`config.mk`:
```
export PLATFORM = sky130hd
export DESIGN_NAME = sfs_key_cell
export DESIGN_NICKNAME = d
export VERILOG_FILES = /design/src/design/sfs_pkg.sv /design/src/design/sfs_key_cell.sv
export SDC_FILE = /design/constraint.sdc
export NUM_CORES = 1
export LEC_CHECK = 0
export ABC_AREA = 1
export BUFFER_PORTS_ARGS = -buffer_cell sky130_fd_sc_hd__clkbuf_2
export CAP_MARGIN = 20
export CELL_PAD_IN_SITES_DETAIL_PLACEMENT = 1
export CELL_PAD_IN_SITES_GLOBAL_PLACEMENT = 1
export CORE_ASPECT_RATIO = 0.6
export CORE_MARGIN = 3
export CORE_UTILIZATION = 23
export DETAILED_ROUTE_END_ITERATION = 7
export GPL_TIMING_DRIVEN = 0
export PLACE_DENSITY = 0.48
export SLEW_MARGIN = 20
export SYNTH_ARGS = -nofsm -noshare
export SYNTH_HDL_FRONTEND = slang
export SYNTH_SLANG_ARGS = --single-unit
```
`constraint.sdc`:
```
create_clock -name clock -period 5.9 [get_ports clock]
set_clock_uncertainty 0.1 [all_clocks]
set_input_delay 1.77 -clock clock [delete_from_list [all_inputs] [get_ports clock]]
set_output_delay 1.77 -clock clock [all_outputs]
set_load 0.05 [all_outputs]
```
`src/design/sfs_pkg.sv`:
```
`default_nettype none

package sfs_pkg;

   // Fault codes as reported on the result channel
   typedef enum logic [2:0] {
      FAULT_NONE      = 3'd0,
      FAULT_COMM      = 3'd1,
      FAULT_TRANSPORT = 3'd2,
      FAULT_BUS       = 3'd3,
      FAULT_PANIC     = 3'd4,
      FAULT_STUCK     = 3'd5
   } fault_type;

   // Register indexes on the csr port
   localparam int CsrIndexWidth = 3;
   localparam logic [CsrIndexWidth-1:0] CSR_COMM_TIMEOUT = 3'd0;
   localparam logic [CsrIndexWidth-1:0] CSR_MAX_KEY_HOLD = 3'd1;
   localparam logic [CsrIndexWidth-1:0] CSR_IDLE_DELAY   = 3'd2;
   localparam logic [CsrIndexWidth-1:0] CSR_IDLE_SHED    = 3'd3;

   localparam int MsWidth   = 23;
   localparam int TimeWidth = 32;
   localparam int MaskWidth = 32;

   localparam logic [9:0] US_PER_MS = 10'd1000;

   // Reset limits, already in microseconds
   localparam logic [TimeWidth-1:0] COMM_LIMIT_RESET = 32'd1000000;
   localparam logic [TimeWidth-1:0] HOLD_LIMIT_RESET = 32'd10000000;
   localparam logic [TimeWidth-1:0] IDLE_LIMIT_RESET = 32'd5000000;

   // Limits handed from the register block to the core
   typedef struct packed {
      logic [TimeWidth-1:0] comm_us;
      logic [TimeWidth-1:0] hold_us;
      logic [TimeWidth-1:0] idle_us;
      logic                 shed_en;
   } sfs_limits_type;

   // Control common to every key cell
   typedef struct packed {
      logic                 scan;
      logic [TimeWidth-1:0] now_us;
      logic [TimeWidth-1:0] hold_us;
   } sfs_cell_ctrl_type;

   // Milliseconds to microseconds, saturating at the top of the time range
   function automatic logic [TimeWidth-1:0] ms_to_us(input logic [MsWidth-1:0] ms);
      logic [MsWidth+9:0] prod;
      prod = {10'b0, ms} * {{MsWidth{1'b0}}, US_PER_MS};
      return prod[MsWidth+9:TimeWidth] != '0 ? {TimeWidth{1'b1}} : prod[TimeWidth-1:0];
   endfunction

endpackage

`default_nettype wire

```
`src/design/sfs_key_cell.sv`:
```
`default_nettype none

module sfs_key_cell (
   input  wire logic                       clock,
   input  wire logic                       reset,
   input  wire sfs_pkg::sfs_cell_ctrl_type ctrl,
   input  wire logic                       pressed,
   input  wire logic                       stuck_in,
   output logic                            stuck_out
);
   import sfs_pkg::*;

   logic                 prev_ff;
   logic                 stuck_ff;
   logic                 stuck_in_cell;
   logic                 rising;
   logic [TimeWidth-1:0] press_ff;
   logic [TimeWidth-1:0] held;

   // Newly pressed keys restart their hold time at this tick
   assign rising = pressed & ~prev_ff;
   assign held   = ctrl.now_us - press_ff;
   assign stuck_in_cell = pressed & ~rising & (held > ctrl.hold_us);

   // Press time of this key; only read once a rising edge has written it
   always_ff @(posedge clock) begin
      if (ctrl.scan && rising) begin
         press_ff <= ctrl.now_us;
      end
   end

   // Hold the previous mask bit and the verdict of the last scan
   always_ff @(posedge clock) begin
      if (reset) begin
         prev_ff  <= 1'b0;
         stuck_ff <= 1'b0;
      end else if (ctrl.scan) begin
         prev_ff  <= pressed;
         stuck_ff <= stuck_in_cell;
      end
   end

   // Pass the running stuck flag on to the next cell
   assign stuck_out = stuck_in | stuck_ff;

endmodule

`default_nettype wire

```
# [Yosys cells after proc, flatten, opt, wreduce, memory -nomap -nowiden]
# Cells that the tools add are included.
[totals] word_cells=12 in_bits=69 out_inout_bits=1 regBits=34
[classes] n_lt_le_gt_ge=1 n_reduce_logical=1 n_bitwise=6 n_addsub=1
[op_table] op="32-bit > comparator" count=1
[op_table] op="32-bit subtractor" count=1
[op_table] op="1-bit bitwise AND" count=3
[op_table] op="1-bit inverter" count=2
[op_table] op="1-bit logical AND" count=1
[op_table] op="1-bit bitwise OR" count=1

# [Logic depth before layout (Yosys ltp)]
# Gate-level depths: netlist of run 1.
[depth] depth_word=5 ltp_mapped=24 ltp_nobuf=24

# [Worst setup path before layout of run 1]
# OpenSTA, ideal clock, no wires.
[synth_path] kind="input to register" start="in ctrl[32] (netlist bit)" end="reg stuck_ff" setup_slack_ps=1727 t_required_ps=5684 arrival_ps=3957 n_path_buf=0 path_stages=23 setup_ps=116 cell_sequence="inv_1 ha_1 inv_1 fa_1 nand3_1 nand2_2 nand3_1 nand2_2 nand4_1 nand2_2 nand2_1 nand2_1 nand2_1 nand2_1 ha_1 nand2_1 nor2_1 and2_1 nand3_1 nor2_1 nor2_1 nand2_1 a21oi_1"
[synth_between] elab_chain_cells=3
[synth_lines] element="start: declaration" line_no="sfs_key_cell.sv:6" source="input wire sfs_pkg::sfs_cell_ctrl_type ctrl,"
[synth_lines] element="32-bit subtractor" line_no="sfs_key_cell.sv:22" source="assign held = ctrl.now_us - press_ff;"
[synth_lines] element="32-bit > comparator" line_no="sfs_key_cell.sv:23" source="assign stuck_in_cell = pressed & ~rising & (held > ctrl.hold_us);"
[synth_lines] element="1-bit bitwise AND" line_no="sfs_key_cell.sv:23"
[synth_lines] element="end signal: assignment" line_no="sfs_key_cell.sv:39" source="stuck_ff <= stuck_in_cell;"
[synth_lines] element="end: declaration" line_no="sfs_key_cell.sv:14" source="logic stuck_ff;"
# Every way passes these cells.
# A chain may end at the register's enable or synchronous reset.

# [Worst setup path in the final report of run 1]
# Ends and elaborated chain as after synthesis.

==> results.json, run 1 <==
{
  "status": "finished, final reports clean",
  "port_buffers": 69,
  "cp_data_arrival_time_ps": 4570,
  "die_w_um": 176,
  "powerDensity_nw_per_um2": 204,
  "grt.met3_usage": 0.0247,
  "period_needed_ps": 4460,
  "dp_hpwl_um": 12000,
  "p_leak_nw": 2.53,
  "max_slew_margin": 0.645,
  "clk_pin_slew_ps": 80,
  "grt_pass1_vias": 3967,
  "drt_first_pass_iters": 4,
  "crit_top_cell": "nand2_1",
  "ys_types": 33,
  "drive_gt1_frac": 0.167,
  "fin_util": 0.290,
  "tns_ps": 0,
  "area_delta_synth_final_pct": 21.0,
  "dp_slack_ps": 1080,
  "h-tree-depth": 2,
  "critPathCaptureType": "flip-flop",
  "worstPathMaxFanout": 4,
  "cts_buffers": 5,
  "yosys_warnings": 0,
  "place_area_sq_um": 4640,
  "core_area_sq_um": 16600,
  "num_vias": 3825,
  "drt-vias-per-instance": 4.41,
  "routed_wl_um": 13600,
  "required_ps": 6010,
  "syn_area_per_cell_sq_um": 7.09,
  "synth-seq-cells": 34,
  "cts_tree": "yes",
  "io_pins": 70,
  "finalSetupViolCount": 0,
  "syn-num-nets": 694,
  "gp_congestion": 0.793,
  "worst_pin_slew_ps": 531,
  "wl_per_cell_um": 15.7,
  "cts-root-buf": "clkbuf_16",
  "critical_path_buf_inv_count": 3,
  "slew_violations": 0,
  "fill_cells": 2107,
  "clk_latency_ps": 300,
  "grt_max_degree": 21,
  "ir_drop_mv": 0.0910,
  "path_cells": "clkbuf_2, inv_1, ha_1, inv_1, fa_1, nand3_1, nand2_2, nand3_1, nand2_2, nand4_1, nand2_2, nand2_1, nand2_1, nand2_1, nand2_1, ha_1, nand2_1, nor2_1, and2_1, nand3_1, nor2_1, nor2_1, nand2_1, a21oi_1",
  "antenna_cells": 0,
  "critPathLaunchType": "primary input",
  "detail-route-antenna-nets": 0,
  "setup_ws_ps": 1440,
  "stdcell_area_sq_um": 4810,
  "period_share": 0.756,
  "crit_family": "simple AND/OR/NAND/NOR gates",
  "seq_area_frac_synth": 0.252,
  "cts_hold_buffers": 0,
  "nets": 771,
  "cts_setup_buffers": 0,
  "clockBufferDepth": 2,
  "dieArea_sq_um": 18900,
  "use_met2": 0.177,
  "cpPeakStageDelay_ps": 470,
  "cts_resized": 0,
  "slowest_stage": "fa_1",
  "dr.first_iter.drc_count": 203,
  "cap_violations": 0,
  "hold_class": "reg -> reg",
  "critPathKind": "in -> reg",
  "finalHoldViolations": 0,
  "regArea_sq_um": 1000,
  "drcViolationCount": 0,
  "antenna_found_initial": 1,
  "syn-instance-count": 561,
  "die_h_um": 108,
  "grt_overflow": 0,
  "initial_utilization": 0.240,
  "timing.fmax_mhz": 224,
  "met1_usage": 0.264,
  "syn_area_sq_um": 3980,
  "grt_pass1_wl_um": 21800,
  "grt-busiest-layer": "met1",
  "num_rows": 36,
  "track_usage": 0.151,
  "rsz0062_at_grt": "no",
  "cts.sinks": 34,
  "multiInputGateArea_sq_um": 2570
}
area by class of cell:
class | instances | area share
Clock buffer | 5 | 0.0260
Timing Repair Buffer | 70 | 0.0775
Multi-Input combinational cell | 417 | 0.534
Inverter | 110 | 0.0858
Clock inverter | 3 | 0.00936
Tap cell | 228 | 0.0593
Sequential cell | 34 | 0.208
cells by family after synthesis:
family | synth area share
and+or+nand+nor | 0.264
adders and majority gates | 0.203
AOI/OAI and AO/OA | 0.138
DFF | 0.252
buffers and inverters | 0.104
xor gates and xnor gates | 0.0397
metrics by stage:
step / std cells / hold WS, ps / power, mW
3_3_place_gp: 858 / 352 / 0.644
3_5_place_dp: 859 / 356 / 0.658
5_1_grt: 867 / 420 / 1.06
2_1_floorplan: 561 / 333 / 0.527
6_report: 867 / 372 / 0.983
4_1_cts: 867 / 376 / 0.999
flip-flops by register name, indices dropped and copies added, names as in the netlist:
signal    count
stuck_ff      1
prev_ff       1
press_ff     32
cells in the mapped netlist:
cell	number	area (sq um)
nand4_1	8	50.1
o21ai_0	16	80.1
xor2_1	14	123
inv_2	3	11.3
o21ai_1	4	20.0
nand2_2	8	50.1
a21oi_1	54	270
o21ai_2	1	8.76
nor2_1	43	161
ha_1	63	788
nand2_1	136	510
edfxtp_1	32	961
a21boi_2	1	11.3
o21bai_1	5	37.5
nor3_1	9	45.0
and2_1	1	6.26
nor2_2	1	6.26
o21a_1	2	15.0
inv_1	107	402
nor4_2	1	12.5
a21oi_4	1	16.3
fa_1	1	20.0
nand3_1	24	120
or2_2	1	6.26
a21oi_2	2	17.5
a21o_1	6	45.0
xnor2_1	4	35.0
a21boi_1	1	7.51
nand3_2	6	60.1
a31oi_1	1	6.26
nor3_2	2	20.0
dfxtp_1	2	40.0
o21bai_2	1	11.3
path summary, 6_finish.rpt:
| kind | from | endpoint | slack, ps | depth (start not counted) |
|---|---|---|---|---|
| max reg2reg | press_ff[17]$_DFFE_PP_ | stuck_ff$_SDFFE_PP0P_ | 2680 | 19 |
| min reg2reg | stuck_ff$_SDFFE_PP0P_ | stuck_ff$_SDFFE_PP0P_ | 370 | 2 |
| max | ctrl[32] | stuck_ff$_SDFFE_PP0P_ | 1440 | 24 |
| min | stuck_ff$_SDFFE_PP0P_ | stuck_ff$_SDFFE_PP0P_ | 370 | 2 |
power by group:
group | switching, mW | internal (mW) | total, mW
Sequential | 0.00289 | 0.276 | 0.279
Combinational | 0.236 | 0.136 | 0.372
Clock | 0.133 | 0.200 | 0.333
metal layers:
layer  part of all wire  up-vias
met3              0.052        8
met4             0.0085        0
met1               0.62     1749
met2               0.32       80
li1                   -     1988
met5                  0        -
cell usage in the layout, fill, tap and decap left out, types with 2 or more instances in the layout:
master      Yosys  routed
ha_1           63      63
nor2_1         43      42
xor2_1         14      14
nand3_1        24      24
o21ai_1         4       4
clkbuf_2        0      69
a21oi_1        54      54
inv_2           3       3
nand2_1       136     136
xnor2_1         4       4
dfxtp_1         2       2
o21ai_0        16      16
nor3_2          2       2
edfxtp_1       32      32
nand2_2         8       8
clkbuf_16       0       5
a21o_1          6       6
a21oi_2         2       2
nand3_2         6       6
nor3_1          9       9
nand4_1         8       8
clkinvlp_4      0       2
inv_1         107     107
o21bai_1        5       5
o21a_1          2       2
worst register-to-register path: cells and delay by family (launching register included):
| kind | cells | cell delay (ps) |
|---|---|---|
| adder cells (fa/ha/maj) | 2 | 650 |
| buffers and inverters | 1 | 40 |
| AND/OR/NAND/NOR | 12 | 1260 |
| AO/OA/AOI/OAI | 4 | 750 |
| flip-flops | 1 | 330 |
No activity file was read; power rests on OpenSTA's default activity.
==> run 2, diff against run 1 <==
Settings changed: ABC_AREA 1 to 0.
Clock period 5.9 ns to 4.1 ns, I/O delays scaled along.
==> results.json, run 2 <==
{
  "required_ps": 4210,
  "syn_area_per_cell_sq_um": 8.72,
  "nets": 631,
  "clk_pin_slew_ps": 60,
  "io_pins": 70,
  "area_delta_synth_final_pct": 31.6,
  "slowest_stage": "or4_4",
  "die_h_um": 102,
  "drt_first_pass_iters": 4,
  "dp_hpwl_um": 9510,
  "ys_types": 48,
  "drcViolationCount": 0,
  "layout_commonest_cell": "clkbuf_2",
  "dr.first_iter.drc_count": 117,
  "hold_class": "reg -> reg",
  "cts-root-buf": "clkbuf_16",
  "synth_area_leader_cell": "edfxtp_1",
  "antenna_cells": 0,
  "tns_ps": -385,
  "synth_edf_count": 32,
  "wl_per_cell_um": 15.9,
  "cts_buffers": 5,
  "critPathCaptureType": "flip-flop",
  "syn-num-nets": 541,
  "reg2reg_from": "press_ff[0]$_DFFE_PP_",
  "worst_pin_slew_ps": 673,
  "routed_wl_um": 11100,
  "p_leak_nw": 2.20,
  "setup_ws_ps": -385,
  "gp_congestion": 0.806,
  "violations": "negative setup slack",
  "rrSetupSlack_ps": 320,
  "stdcell_area_sq_um": 4680,
  "period_share": 1.09,
  "detail-route-antenna-nets": 0,
  "min_to": "prev_ff$_SDFFE_PP0P_",
  "critPathKind": "in -> reg",
  "place_area_sq_um": 4250,
  "grt_pass1_vias": 3399,
  "timing.fmax_mhz": 223,
  "powerDensity_nw_per_um2": 283,
  "drt-vias-per-instance": 4.59,
  "synth_top_cells_by_area": "edfxtp_1 (27%), ha_1 (22%), inv_1 (7.2%)",
  "min_path_cells": 2,
  "min_from": "prev_ff$_SDFFE_PP0P_",
  "seq_area_frac_synth": 0.281,
  "synth-async-reset-ratio": 0,
  "grt_pass1_wl_um": 18000,
  "antenna_found_initial": 0,
  "cap_violations": 0,
  "grt_max_degree": 18,
  "status": "finished with violations",
  "synthFlopType": "edfxtp_1",
  "num_vias": 3199,
  "cts_tree": "yes",
  "num_rows": 34,
  "port_buffers": 69,
  "clk_latency_ps": 280,
  "max_slew_margin": 0.552,
  "dieArea_sq_um": 17000,
  "finalPower_mw": 1.33,
  "cpPeakStageDelay_ps": 420,
  "syn-instance-count": 408,
  "syn_area_sq_um": 3560,
  "largestRegisters": "press_ff: 32 flops, prev_ff: 1 flops, stuck_ff: 1 flops",
  "path_cells": "clkbuf_16, inv_8, ha_4, inv_2, fa_2, a21oi_4, o211ai_1, a211oi_2, o31ai_4, a21oi_2, buf_4, xnor2_1, ha_1, nand4_1, buf_4, or4_4, o2111ai_2, a21oi_2, nor3_1",
  "initial_utilization": 0.240,
  "finalSetupViolCount": 1,
  "core_area_sq_um": 14800,
  "rsz0062_at_grt": "yes",
  "ir_drop_mv": 0.115,
  "synthTopCellsByCount": "inv_1 (68), ha_1 (63), a21oi_1 (43)",
  "worstPathMaxFanout": 3,
  "track_usage": 0.134,
  "finalHoldViolations": 0,
  "die_w_um": 167,
  "synth-seq-cells": 34,
  "largest_reg_flops": 32,
  "period_needed_ps": 4480,
  "grt_overflow": 0,
  "yosys_warnings": 0,
  "cp_data_arrival_time_ps": 4590,
  "drive_gt1_frac": 0.267,
  "cts.sinks": 34,
  "yosysMostFrequentCell": "inv_1",
  "final_cell_mix": "clkbuf_2 (67), inv_1 (66), ha_1 (57)",
  "h-tree-depth": 2,
  "crit_family": "compound AO/OA/AOI/OAI gates",
  "synth_top_area_share": 0.270,
  "rr_worst_depth": 15,
  "clockBufferDepth": 2,
  "critical_path_buf_inv_count": 5,
  "critPathLaunchType": "primary input",
  "fin_hold_ws_ps": 437,
  "largest-register": "press_ff",
  "cts_hold_buffers": 0,
  "slew_violations": 0,
  "timing.rr.end": "stuck_ff$_SDFFE_PP0P_"
}
==> run 2: cell count changes in the layout (fill, tap and decap cells not counted), sizes merged, moves of 10 or more <==
cell,previous run,this run
nand3,30,7
a21o,6,16
xnor2,4,17
inv,110,68
nand2,144,28
nor2,44,18
a21oi,57,43
buf,1,17
==> run 2: layer usage <==
metal,global-route usage,up-vias,part of all wire
met3,0.0274,8,0.043
met2,0.175,62,0.35
met1,0.220,1479,0.60
li1,-,1650,-
met5,0,-,0
met4,0.0215,0,0.0079
==> run 2: worst reg2reg max path, delay by kind of cell (launching register included) <==
kind | cells | cell delay (ps)
DFF | 1 | 420
buffers and inverters | 1 | 170
adders and majority gates | 2 | 500
and+or+nand+nor | 4 | 850
AOI/OAI and AO/OA | 7 | 1580
xor gates and xnor gates | 1 | 100
==> run 2: power breakdown <==
group	leakage (nW)	total, mW	switching (mW)	internal (mW)
Combinational	1.82	0.552	0.307	0.246
Sequential	0.315	0.401	0.00428	0.397
Clock	0.0663	0.372	0.153	0.219
Total	2.20	1.33	0.464	0.862
==> run 2: kinds of logic after synthesis <==
family / Yosys count / share of synthesized area
fa+ha+maj: 64 / 0.227
flops: 34 / 0.281
compound gates: 119 / 0.216
xor+xnor: 30 / 0.0739
simple gates: 90 / 0.125
buf+inv: 71 / 0.0767
==> run 2: repair_timing <==
action,in CTS,in global routing
buffers inserted,13,0
setup endpoints to repair,1,1
resized for setup,30,2
pin swaps,26,2
==> run 2: cell type report <==
cell class,instances,area (sq um)
Sequential cell,34,1000
Timing Repair Buffer,83,499
Clock inverter,3,11.3
Fill cell,1774,10100
Inverter,68,263
Tap cell,198,248
Clock buffer,5,125
Multi-Input combinational cell,303,2520
Buffer,3,17.5
==> run 2: how the worst max path moves through the flow <==
stage / from / to / slack, ps / depth (start not counted)
after global routing: ctrl[32] / stuck_ff$_SDFFE_PP0P_ / -570 / 19
after floorplan: ctrl[42] / stuck_ff$_SDFFE_PP0P_ / -70 / 14
after detailed placement: ctrl[35] / stuck_ff$_SDFFE_PP0P_ / -1150 / 15
after global placement: ctrl[35] / stuck_ff$_SDFFE_PP0P_ / -1060 / 15
after CTS: ctrl[32] / stuck_ff$_SDFFE_PP0P_ / -350 / 19
final: ctrl[32] / stuck_ff$_SDFFE_PP0P_ / -380 / 19
==> run 2: per-stage QoR <==
step	worst slack [ps]	utilization	instances
finish	-385	0.316	697
global route	-571	0.316	697
CTS	-351	0.315	697
detailed placement	-1150	0.287	676
global placement	-1060	0.285	675
floorplan	-68.2	-	408
