[src/design/sfs_pkg.sv]
`default_nettype none

package sfs_pkg;

   // Fault codes as reported on the result channel
   typedef enum logic [2:0] {
      FAULT_NONE      = 3'd0,
      FAULT_COMM      = 3'd1,
      FAULT_TRANSPORT = 3'd2,
      FAULT_BUS       = 3'd3,
      FAULT_PANIC     = 3'd4,
      FAULT_STUCK     = 3'd5
   } fault_type;

   // Register indexes on the csr port
   localparam int CsrIndexWidth = 3;
   localparam logic [CsrIndexWidth-1:0] CSR_COMM_TIMEOUT = 3'd0;
   localparam logic [CsrIndexWidth-1:0] CSR_MAX_KEY_HOLD = 3'd1;
   localparam logic [CsrIndexWidth-1:0] CSR_IDLE_DELAY   = 3'd2;
   localparam logic [CsrIndexWidth-1:0] CSR_IDLE_SHED    = 3'd3;

   localparam int MsWidth   = 23;
   localparam int TimeWidth = 32;
   localparam int MaskWidth = 32;

   localparam logic [9:0] US_PER_MS = 10'd1000;

   // Reset limits, already in microseconds
   localparam logic [TimeWidth-1:0] COMM_LIMIT_RESET = 32'd1000000;
   localparam logic [TimeWidth-1:0] HOLD_LIMIT_RESET = 32'd10000000;
   localparam logic [TimeWidth-1:0] IDLE_LIMIT_RESET = 32'd5000000;

   // Limits handed from the register block to the core
   typedef struct packed {
      logic [TimeWidth-1:0] comm_us;
      logic [TimeWidth-1:0] hold_us;
      logic [TimeWidth-1:0] idle_us;
      logic                 shed_en;
   } sfs_limits_type;

   // Control common to every key cell
   typedef struct packed {
      logic                 scan;
      logic [TimeWidth-1:0] now_us;
      logic [TimeWidth-1:0] hold_us;
   } sfs_cell_ctrl_type;

   // Milliseconds to microseconds, saturating at the top of the time range
   function automatic logic [TimeWidth-1:0] ms_to_us(input logic [MsWidth-1:0] ms);
      logic [MsWidth+9:0] prod;
      prod = {10'b0, ms} * {{MsWidth{1'b0}}, US_PER_MS};
      return prod[MsWidth+9:TimeWidth] != '0 ? {TimeWidth{1'b1}} : prod[TimeWidth-1:0];
   endfunction

endpackage

`default_nettype wire

[src/design/sfs_csr.sv]
`default_nettype none

module sfs_csr (
   input  wire logic                                 clock,
   input  wire logic                                 reset,
   input  wire logic                                 csr_wr_en,
   input  wire logic [sfs_pkg::CsrIndexWidth-1:0]    csr_index,
   input  wire logic [sfs_pkg::MsWidth-1:0]          csr_wdata,
   output sfs_pkg::sfs_limits_type                   limits
);
   import sfs_pkg::*;

   logic [TimeWidth-1:0] comm_us_ff;
   logic [TimeWidth-1:0] hold_us_ff;
   logic [TimeWidth-1:0] idle_us_ff;
   logic                 shed_en_ff;
   logic [TimeWidth-1:0] wdata_us;

   // Convert on the write so the core always sees microsecond limits
   assign wdata_us = ms_to_us(csr_wdata);

   always_ff @(posedge clock) begin
      if (reset) begin
         comm_us_ff <= COMM_LIMIT_RESET;
         hold_us_ff <= HOLD_LIMIT_RESET;
         idle_us_ff <= IDLE_LIMIT_RESET;
         shed_en_ff <= 1'b0;
      end else if (csr_wr_en) begin
         unique case (csr_index)
            CSR_COMM_TIMEOUT: comm_us_ff <= wdata_us;
            CSR_MAX_KEY_HOLD: hold_us_ff <= wdata_us;
            CSR_IDLE_DELAY:   idle_us_ff <= wdata_us;
            CSR_IDLE_SHED:    shed_en_ff <= csr_wdata[0];
            default: ;
         endcase
      end
   end

   assign limits = '{comm_us: comm_us_ff, hold_us: hold_us_ff,
                     idle_us: idle_us_ff, shed_en: shed_en_ff};

endmodule

`default_nettype wire

[config.mk]
export PLATFORM = sky130hd
export DESIGN_NAME = sfs_csr
export DESIGN_NICKNAME = d
export VERILOG_FILES = /design/src/design/sfs_pkg.sv /design/src/design/sfs_csr.sv
export SDC_FILE = /design/constraint.sdc
export NUM_CORES = 1
export LEC_CHECK = 0
export BUFFER_PORTS_ARGS = -buffer_cell sky130_fd_sc_hd__buf_4
export CAP_MARGIN = 20
export CORE_MARGIN = 2
export CORE_UTILIZATION = 50
export DETAILED_ROUTE_END_ITERATION = 7
export PLACE_DENSITY = 0.73
export REMOVE_ABC_BUFFERS = 1
export SYNTH_ARGS = -nofsm -noshare
export SYNTH_HDL_FRONTEND = slang
export SYNTH_SLANG_ARGS = --single-unit
[constraint.sdc]
create_clock -name clock -period 12.5 [get_ports clock]
set_input_delay 0.625 -clock clock [delete_from_list [all_inputs] [get_ports clock]]
set_output_delay 0.625 -clock clock [all_outputs]
set_load 0.02 [all_outputs]
# --- Word level (Yosys, flattened, before mapping) ---
# Index checks and enable logic that the tools add are counted.
op_classes:
  multipliers: 1
  eq_ne: 3
  mux: 1
  reduce_logical: 5
op_table:
  columns: ["op", "count"]
  rows:
  - ["$mux 32", 1]
  - ["$mul 23x7->30 const B", 1]
  - ["$reduce_and 2->1", 4]
  - ["$eq 3x2->1 const B", 2]
  - ["$eq 3x1->1 const B", 1]
  - ["$logic_not 3->1", 1]
word_totals:
  regBits: 97
  wordCells: 14

# --- Longest topological paths before layout ---
# Gate-level depths: netlist (run 1).
logic_depth:
  ltp_word: 2
  ltp_mapped: 20
  mapped_depth_nobuf: 17

# --- Least setup slack after synthesis (run 1) ---
# OpenSTA, ideal clock, no wires.
synth_timing:
  path_type: "input port to flip-flop"
  startpoint: "input csr_wdata[11] in the netlist's numbering"
  endpoint: "register comm_us_ff[21]"
  setup_ps: 133
  t_arrival_ps: 4741
  setup_slack_ps: 7626
  stages: 18
  path_buffers: 3
  path_cell_list: "inv_1 > fa_1 > fa_1 > fa_1 > fa_1 > inv_1 > ha_1 > buf_2 > nand4_1 > or3_1 > o21ai_0 > nor4_1 > nor3_1 > xnor2_1 > buf_2 > buf_4 > nor2_1 > a21oi_1"
synth_between:
  elab_chain_cells: 2
synth_rtl:
  columns: ["item", "line_no", "rtl"]
  rows:
  - ["start, declared", "sfs_csr.sv:8", "input wire logic [sfs_pkg::MsWidth-1:0] csr_wdata,"]
  - ["$mul 23x7->30", "sfs_pkg.sv:51", "prod = {10'b0, ms} * {{MsWidth{1'b0}}, US_PER_MS};"]
  - ["$mux 32", "sfs_pkg.sv:52", "return prod[MsWidth+9:TimeWidth] != '0 ? {TimeWidth{1'b1}} : prod[TimeWidth-1:0];"]
  - ["end signal, assigned", "sfs_csr.sv:30", "CSR_COMM_TIMEOUT: comm_us_ff <= wdata_us;"]
  - ["end, declared", "sfs_csr.sv:13", "logic [TimeWidth-1:0] comm_us_ff;"]
# No other way between the ends.
# A chain may end at the register's enable or synchronous reset.

# --- Final worst setup path (run 1) ---
layout_timing:
  startpoint: "input csr_wdata[12] in the netlist's numbering"
  endpoint: "register hold_us_ff[22]"
layout_between:
  elab_chain_cells: 2
layout_rtl:
  columns: ["item", "line_no", "rtl"]
  rows:
  - ["$mul 23x7->30", "sfs_pkg.sv:51", null]
  - ["$mux 32", "sfs_pkg.sv:52", null]
  - ["end signal, assigned", "sfs_csr.sv:31", "CSR_MAX_KEY_HOLD: hold_us_ff <= wdata_us;"]
  - ["end, declared", "sfs_csr.sv:14", "logic [TimeWidth-1:0] hold_us_ff;"]
# No other way between the ends.

==> flow_summary.toml, run 1 <==
[outcome]
outcome = "completed"

[yosys]
synth_fa_ha_area_share_pct = 34.69
synth_area_leaders = "dfxtp_1 (25%), fa_1 (23%), ha_1 (12%)"
synth_edf_count = 0
synth_xor_area_share_pct = 2.818
syn_inst = 821
seq_area_frac_synth_pct = 25.49
muxShareOfSynthArea_pct = 0.1400
netlist_top_cells_count = "inv_1 (125), a21oi_1 (99), dfxtp_1 (91)"
synth-seq-cells = 91
synthSimpleGateAreaFrac_pct = 9.452
synth_ff_type = "dfxtp_1"
yosysTopAreaCell = "dfxtp_1"
ys_warn_count = 0
synth_area_per_cell_um2 = 8.707
synth_cell_types = 43
synthArstFlopShare_pct = 0
synth_compound_area_share_pct = 17.85
synth_top_family_by_area = "adder cells"
syn_area_um2 = 7148
synth_top_area_share_pct = 25.49
yosysMostFrequentCell = "inv_1"

[layout]
synthToLayoutAreaGrowth_pct = 18.38
register_area_um2 = 1822
fillers = 1280
multi_input_area_um2 = 4663
num_antenna_cells = 0
postLayoutCellArea_um2 = 8462
nets = 1094
drive_gt1_share_pct = 16.40
fin_util_pct = 60.73
final_cells = 1101

[grt]
antenna_found_initial = 0
gr-usage-all-layers_pct = 23.15
first_global_vias = 5770
gr-total-overflow = 0
grt_max_degree = 85
grt_pass1_wl_mm = 27.90

[sta]
setup_viol = 0
rsz0062_at_grt = "false"
slew_violations = 0
relSlewSlack_pct = 43.45
finalCritPeriodShare_pct = 42.11
final-hold-violation-count = 0
max_clock_freq_ghz = 0.1900
finalSetupTns_ps = 0
fin_skew_ps = 0
period_minus_slack_ps = 5264
worst_pin_slew_ps = 848.3

[clock_tree]
cts_setup_buffers = 0
path_clk_slew_ps = 60
cts_resized = 0
hold_buffers = 0
clk_path_buf_depth = 2
cts_made_buffers = 9
clk_latency_ps = 330
htreeDepth = 3
cts_tree = "built"
cts_sinks = 91
cts_root_buffer = "clkbuf_16"

[job]
max_cap_violations = 0

[floorplanning]
dieWidth_um = 123.6
num_rows = 43
io_pins = 126
floorplan.initialDensity_pct = 51.30
die_h_um = 123.6
coreArea_um2 = 13930
die-area_um2 = 15270

[route]
via_per_inst = 5.336
wl_per_cell_um = 15.25
vias = 5875
ant_nets = 0
routed_wl_mm = 16.79
drtIter0Drc = 439
dr.pass1.iters = 5
drc = 0

[power]
leakage_nw = 4.019
peakVddDrop_v = 0.0001145
power_density_nw_per_um2 = 227.0

[placed_design]
gp_congestion = 1.021
post-place-cells = 1083
placed_area_um2 = 8140
portBuffers = 125
dp_hpwl_mm = 13.33

[critical_path]
cp_slowest_cell = "fa_1"
critPathLaunchType = "input pin"
critical_path_arrival_ps = 5530
worst-path-max-fanout = 47
path_cells = "buf_4, inv_1, fa_1, fa_1, fa_1, fa_1, inv_1, ha_1, nand4_1, or3_1, o21ai_0, nor4_1, nor3_1, xnor2_2, buf_4, nor2_1, a21oi_1"
endpoint_kind = "flop"
crit_top_cell = "fa_1"
critPathMaxStageDelay_ps = 530
crit_required_ps = 12760
cp.buffers_inverters = 4
crit_type = "in2reg"
crit_family = "adder cells"

[worst_hold_path]
hold_class = "reg2reg"
[through the flow]
| step | worst slack (ps) | total power [mW] | hold slack [ps] |
|---|---|---|---|
| 2_1_floorplan | 6066 | 1.325 | 574.2 |
| 3_3_place_gp | 6991 | 1.654 | 475.0 |
| 3_5_place_dp | 6871 | 1.669 | 480.3 |
| 4_1_cts | 7203 | 1.928 | 497.0 |
| 5_1_grt | 6920 | 2.131 | 519.9 |
| 6_report | 7236 | 1.921 | 494.9 |
[layout by cell type, fill, tap and decap left out, types with 3 or more instances in the layout]
cell / instances
fa_1: 82
ha_1: 67
dfxtp_1: 91
nor3_1: 15
o21ai_0: 87
nand3_1: 3
a21oi_1: 99
o22ai_1: 13
o21a_1: 5
xnor2_1: 11
nor2_1: 56
nand4_1: 4
xor2_1: 11
a211oi_1: 5
inv_1: 124
nor4_1: 4
buf_4: 128
clkbuf_16: 9
nand2_1: 47
a31oi_1: 7
or3_1: 6
nand2b_1: 3
o21bai_1: 3
a21o_1: 4
[power breakdown]
group	switching [mW]	internal, mW
sequential	0.0107	0.308
clock	0.109	0.145
combinational	0.846	0.502
total	0.966	0.955
[metal layers]
metal,track usage [%],part of all wire [%],routed length [um],vias to the layer above
li1,-,-,-,2907
met1,30.67,44,7353,2802
met2,40.52,50,8462,151
met3,3.598,4.7,785,15
met4,3.906,1.1,186,0
met5,0,0,0,-
[final cells by class]
cell class              instances  share of cell area [%]
clock inverters                 4                  0.2957
multi-input cells             559                   55.11
clock buffers                  12                   3.031
well taps                     180                   2.662
repair buffers                130                   11.83
inverters                     125                   5.545
flip-flops and latches         91                   21.53
[registers in the layout (all words and copies together), names as in the netlist]
name / cells
hold_us_ff: 30
shed_en_ff: 1
comm_us_ff: 30
idle_us_ff: 30
[path summary, 6_finish.rpt]
kind,startpoint,endpoint,slack [ps],depth (start not counted)
max,csr_wdata[12],hold_us_ff[22],7240,17
min,idle_us_ff[19],idle_us_ff[19],490,2
max reg2reg,idle_us_ff[11],idle_us_ff[11],11640,3
min reg2reg,idle_us_ff[19],idle_us_ff[19],490,2
[worst reg2reg max path, delay by kind of cell (launching register included)]
family	cells	cell delay, ps
and+or+nand+nor	2	370
DFF	1	310
AOI/OAI and AO/OA	1	60
[logic make-up (layout without fill, tap and decap cells)]
kind of cell / count (synthesis) / in the layout
AOI/OAI and AO/OA: 234 / 234
xor gates and xnor gates: 23 / 23
adders and majority gates: 149 / 149
buffers and inverters: 171 / 271
DFF: 91 / 91
muxes: 1 / 1
and+or+nand+nor: 152 / 152
Note: power is estimated with default switching activity, not from simulation.
==> run 2: changes to the inputs <==
==> constraint.sdc (replaced) <==
create_clock -name clock -period 4.9 [get_ports clock]
set_input_delay 0.245 -clock clock [delete_from_list [all_inputs] [get_ports clock]]
set_output_delay 0.245 -clock clock [all_outputs]
set_load 0.02 [all_outputs]
==> run 2 against run 1 <==
  * Critical path depth stayed put
  * Largest cell class unchanged
  * Final cell count is 3.7% higher
  * Sequential power grew to 2.5 times the previous value
  * Critical path type unchanged
==> flow_summary.toml, run 2 (synthesis results as in run 1) <==
[placed_design]
portBuffers = 125
gp_congestion = 0.8590
dp_hpwl_mm = 13.65
placed_area_um2 = 8473
place_ws_ps = -3.593

[worst_hold_path]
hold_end = "shed_en_ff"
hp-start = "reset"
hold_depth = 2
hold_class = "in2reg"

[sta]
fin_ws_ps = 372.9
fin_skew_ps = 0
relSlewSlack_pct = 60.01
finalCritPeriodShare_pct = 92.39
period_minus_slack_ps = 4527
slew_violations = 0
rsz0062_at_grt = "false"
max_clock_freq_ghz = 0.2209
worst_pin_slew_ps = 599.0
setup_viol = 0
final-hold-violation-count = 0

[layout]
top_regs = "comm_us_ff: 30 flops, hold_us_ff: 30 flops, idle_us_ff: 30 flops"
nets = 1135
num_antenna_cells = 0
synthToLayoutAreaGrowth_pct = 23.68
postLayoutCellArea_um2 = 8841
multi_input_area_um2 = 4663
register_area_um2 = 1822
fin_util_pct = 63.45
fillers = 1228
final_cell_mix = "buf_4 (167), inv_1 (124), a21oi_1 (99), dfxtp_1 (91), o21ai_0 (87)"
final_common_cell = "buf_4"
drive_gt1_share_pct = 19.85

[floorplanning]
num_rows = 43
io_pins = 126
coreArea_um2 = 13930
floorplan.initialDensity_pct = 51.30
dieWidth_um = 123.6
die_h_um = 123.6
die-area_um2 = 15270

[critical_path]
timing.rr.start = "idle_us_ff[11]"
crit_required_ps = 5120
reg2reg_depth = 3
endpoint_kind = "flop"
worst-path-max-fanout = 39
crit_type = "in2reg"
reg2reg_setup_slack_ps = 4020
rr_endpoint = "idle_us_ff[11]"
critPathLaunchType = "input pin"
critical_path_arrival_ps = 4750

[power]
p_int_mw = 2.878
power_frac_clock_pct = 13.6
power_switching_mw = 2.549
p_sw_share_pct = 46.97
power_mw = 5.427
p_seq_share_pct = 15.0
leakage_nw = 4.249
power_density_nw_per_um2 = 613.9
peakVddDrop_v = 0.0003162
pwr-share-comb_pct = 71.5

[clock_tree]
cts_root_buffer = "clkbuf_16"
clk_path_buf_depth = 2
htreeDepth = 3
cts_sinks = 91
clk_latency_ps = 330
cts_made_buffers = 9
path_clk_slew_ps = 60
cts_tree = "built"
hold_buffers = 0
cts_resized = 0
cts_setup_buffers = 0

[grt]
gr-total-overflow = 0
grt_pass1_wl_mm = 28.77
first_global_vias = 6041
grt_max_degree = 85
gr-usage-all-layers_pct = 23.80
antenna_found_initial = 0

[route]
ant_nets = 0
wl_per_cell_um = 15.04
drtIter0Drc = 411
vias = 6038
via_per_inst = 5.287
dr.pass1.iters = 5
drc = 0
routed_wl_mm = 17.18

[job]
max_cap_violations = 0

[outcome]
outcome = "completed"
[run 2: cell count changes in the layout (fill, tap and decap cells not counted), sizes merged]
cell,delta
clkinvlp,-2
buf,+41
bufinv,+2
[run 2: stage by stage]
step	cells	TNS, ps	hold WS [ps]
2_1_floorplan	775	-95070	317.4
3_3_place_gp	1124	0	474.7
3_5_place_dp	1124	-3.593	479.5
4_1_cts	1140	0	174.0
5_1_grt	1142	0	182.4
6_report	1142	0	183.7
[run 2: worst max-delay path by stage]
stage | from | to | slack [ps] | cells after the start
final | csr_wdata[10] | idle_us_ff[11] | 370 | 17
after global routing | csr_wdata[3] | idle_us_ff[11] | 10 | 17
after CTS | csr_wdata[10] | idle_us_ff[11] | 340 | 17
after detailed placement | csr_wdata[10] | idle_us_ff[11] | -4 | 17
after global placement | csr_wdata[5] | idle_us_ff[29] | 60 | 18
after floorplan | csr_wdata[3] | comm_us_ff[18] | -1150 | 15
[run 2: routing by layer]
metal | vias to the layer above | share of wire, % | GRT usage [%]
li1 | 2990 | - | -
met1 | 2867 | 43 | 30.71
met2 | 160 | 51 | 41.93
met3 | 21 | 4.6 | 4.105
met4 | 0 | 1.5 | 4.830
met5 | - | 0 | 0
[run 2: power groups by stage]
stage / sequential (mW) / clock (mW) / combinational (mW)
final: 0.812 / 0.736 / 3.88
after global routing: 0.816 / 0.772 / 4.43
after CTS: 0.812 / 0.740 / 3.90
after detailed placement: 0.827 / 0 / 3.88
after global placement: 0.827 / 0 / 3.83
after floorplan: 0.883 / 0 / 2.50
[run 2: area by class of cell]
| cell class | count | share of cell area, % |
|---|---|---|
| inverter | 125 | 5.307 |
| clock inverter | 4 | 0.8350 |
| sequential | 91 | 20.61 |
| timing repair buffer | 171 | 15.17 |
| multi-input combinational | 559 | 52.75 |
| tap | 180 | 2.547 |
| clock buffer | 12 | 2.788 |
[run 2: worst max-delay path, stage by stage]
cell and delay [ps]:
buf_4 120, inv_1 170, fa_1 480, fa_1 580, fa_1 450, fa_1 540, inv_1 50, ha_1 280
nand4_1 130, or3_1 380, o21ai_0 120, nor4_1 90, nor3_1 330, xnor2_2 140, buf_12 190, o41ai_1 370
nand2_1 80
==> run 3: changes to the inputs <==
--- a/config.mk
+++ b/config.mk
@@ -7,7 +7,6 @@
 export LEC_CHECK = 0
 export BUFFER_PORTS_ARGS = -buffer_cell sky130_fd_sc_hd__buf_4
 export CAP_MARGIN = 20
-export CORE_MARGIN = 2
 export CORE_UTILIZATION = 50
 export DETAILED_ROUTE_END_ITERATION = 7
 export PLACE_DENSITY = 0.73
==> run 3 against run 2 <==
  * Non-clock buffer count fell by 7
  * Hold slack worse by 13 ps
  * Combinational power fell by 1%
  * Register-to-register slack lost 50 ps
  * Cell area decreased by 0.52%
  * Critical endpoint unchanged
  * Highest routed layer unchanged
==> flow_summary.toml, run 3 (synthesis results as in run 1) <==
[outcome]
outcome = "completed"

[clock_tree]
htreeDepth = 3
clk_latency_ps = 340
cts_root_buffer = "clkbuf_16"
path_clk_slew_ps = 60
cts_sinks = 91
cts_tree = "built"
cts_made_buffers = 9
cts_setup_buffers = 0
clk_path_buf_depth = 2

[sta]
period_minus_slack_ps = 4590
setup_viol = 0
fin_skew_ps = 0
fin_ws_ps = 310.3
relSlewSlack_pct = 46.49
slew_violations = 0
whs_ps = 171.0
rsz0062_at_grt = "false"
final-hold-violation-count = 0
max_clock_freq_ghz = 0.2179
finalCritPeriodShare_pct = 93.67
worst_pin_slew_ps = 797.8

[floorplanning]
num_rows = 43
die-area_um2 = 14780
io_pins = 126
dieWidth_um = 121.6
floorplan.initialDensity_pct = 51.30
die_h_um = 121.6
coreArea_um2 = 13930

[critical_path]
endpoint_kind = "flop"
crit_type = "in2reg"
critPathMaxStageDelay_ps = 540
critPathLaunchType = "input pin"
reg2reg_setup_slack_ps = 3970
worst-path-max-fanout = 37
path_cells = "buf_4, inv_1, fa_1, fa_1, fa_1, fa_1, inv_1, ha_1, a21o_1, a221oi_2, nor4_2, nor4_1, nor3_2, xnor2_2, buf_12, o41ai_2, nand2_1"
critical_path_arrival_ps = 4790
reg2reg_depth = 3
cp_slowest_cell = "fa_1"
crit_top_cell = "fa_1"
crit_required_ps = 5100
timing.rr.start = "idle_us_ff[11]"
rr_endpoint = "idle_us_ff[11]"

[placed_design]
place_ws_ps = -47.50
gp_congestion = 0.9752
portBuffers = 125
dp_hpwl_mm = 13.53

[worst_hold_path]
hp-start = "reset"
hold_class = "in2reg"
hold_depth = 2
hold_end = "shed_en_ff"

[layout]
drive_gt1_share_pct = 19.90
final_common_cell = "buf_4"
num_antenna_cells = 0
final_cell_mix = "buf_4 (161), inv_1 (123), a21oi_1 (99), dfxtp_1 (91), o21ai_0 (87)"
synthToLayoutAreaGrowth_pct = 23.04
top_regs = "comm_us_ff: 30 flops, hold_us_ff: 30 flops, idle_us_ff: 30 flops"
nets = 1128
fillers = 1231
fin_util_pct = 63.11
multi_input_area_um2 = 4688
register_area_um2 = 1822

[route]
vias = 6023
routed_wl_mm = 16.79
wl_per_cell_um = 14.79
drc = 0
ant_nets = 0
dr.pass1.iters = 5
drtIter0Drc = 464
via_per_inst = 5.307

[grt]
grt_pass1_wl_mm = 28.16
grt_max_degree = 54
first_global_vias = 5885
gr-total-overflow = 0
antenna_found_initial = 0
gr-usage-all-layers_pct = 23.99

[power]
peakVddDrop_v = 0.0003235
power_density_nw_per_um2 = 614.1
leakage_nw = 4.210

[job]
max_cap_violations = 0
run 3: through the flow:
step | area [um2] | std cells | power [mW] | TNS (ps)
after floorplan | 6934 | 775 | 3.380 | -95070
after global placement | 8408 | 1117 | 4.601 | -10.08
after detailed placement | 8408 | 1117 | 4.634 | -120.2
after CTS | 8735 | 1133 | 5.394 | 0
after global routing | 8795 | 1135 | 5.949 | 0
final | 8795 | 1135 | 5.401 | 0
run 3: how the worst max path moves through the flow:
stage,from,to,slack (ps),cells past startpoint
after CTS,csr_wdata[9],idle_us_ff[11],310,17
after global placement,csr_wdata[10],idle_us_ff[11],-10,17
after global routing,csr_wdata[10],idle_us_ff[11],40,17
after floorplan,csr_wdata[3],comm_us_ff[18],-1150,15
after detailed placement,csr_wdata[9],idle_us_ff[11],-50,17
final,csr_wdata[2],idle_us_ff[11],310,17
run 3: repair_timing:
item,in CTS,in global routing
resized for setup,0,5
hold buffers,0,0
endpoints found under the setup margin,0,2
run 3: area by class of cell:
| type | count | area share [%] |
|---|---|---|
| flip-flops and latches | 91 | 20.71 |
| well taps | 180 | 2.561 |
| multi-input cells | 559 | 53.31 |
| clock buffers | 10 | 2.717 |
| repair buffers | 164 | 14.33 |
| clock inverters | 6 | 0.9959 |
| inverters | 125 | 5.378 |
run 3: critical path, delay by kind of cell:
kind                     cells  cell delay (ps)
AND/OR/NAND/NOR              4              620
XOR/XNOR                     1              170
AO/OA/AOI/OAI                3              920
buffers and inverters        4              490
adder cells (fa/ha/maj)      5             2330
run 3: per-layer routing:
layer	routed length [um]	global-route usage, %
met1	7190	30.26
met2	8716	43.57
met3	718	3.511
met4	162	4.475
met5	0	0
run 3: power by group:
part / internal (mW) / switching [mW]
clock network: 0.461 / 0.281
logic: 1.58 / 2.27
registers: 0.787 / 0.0265
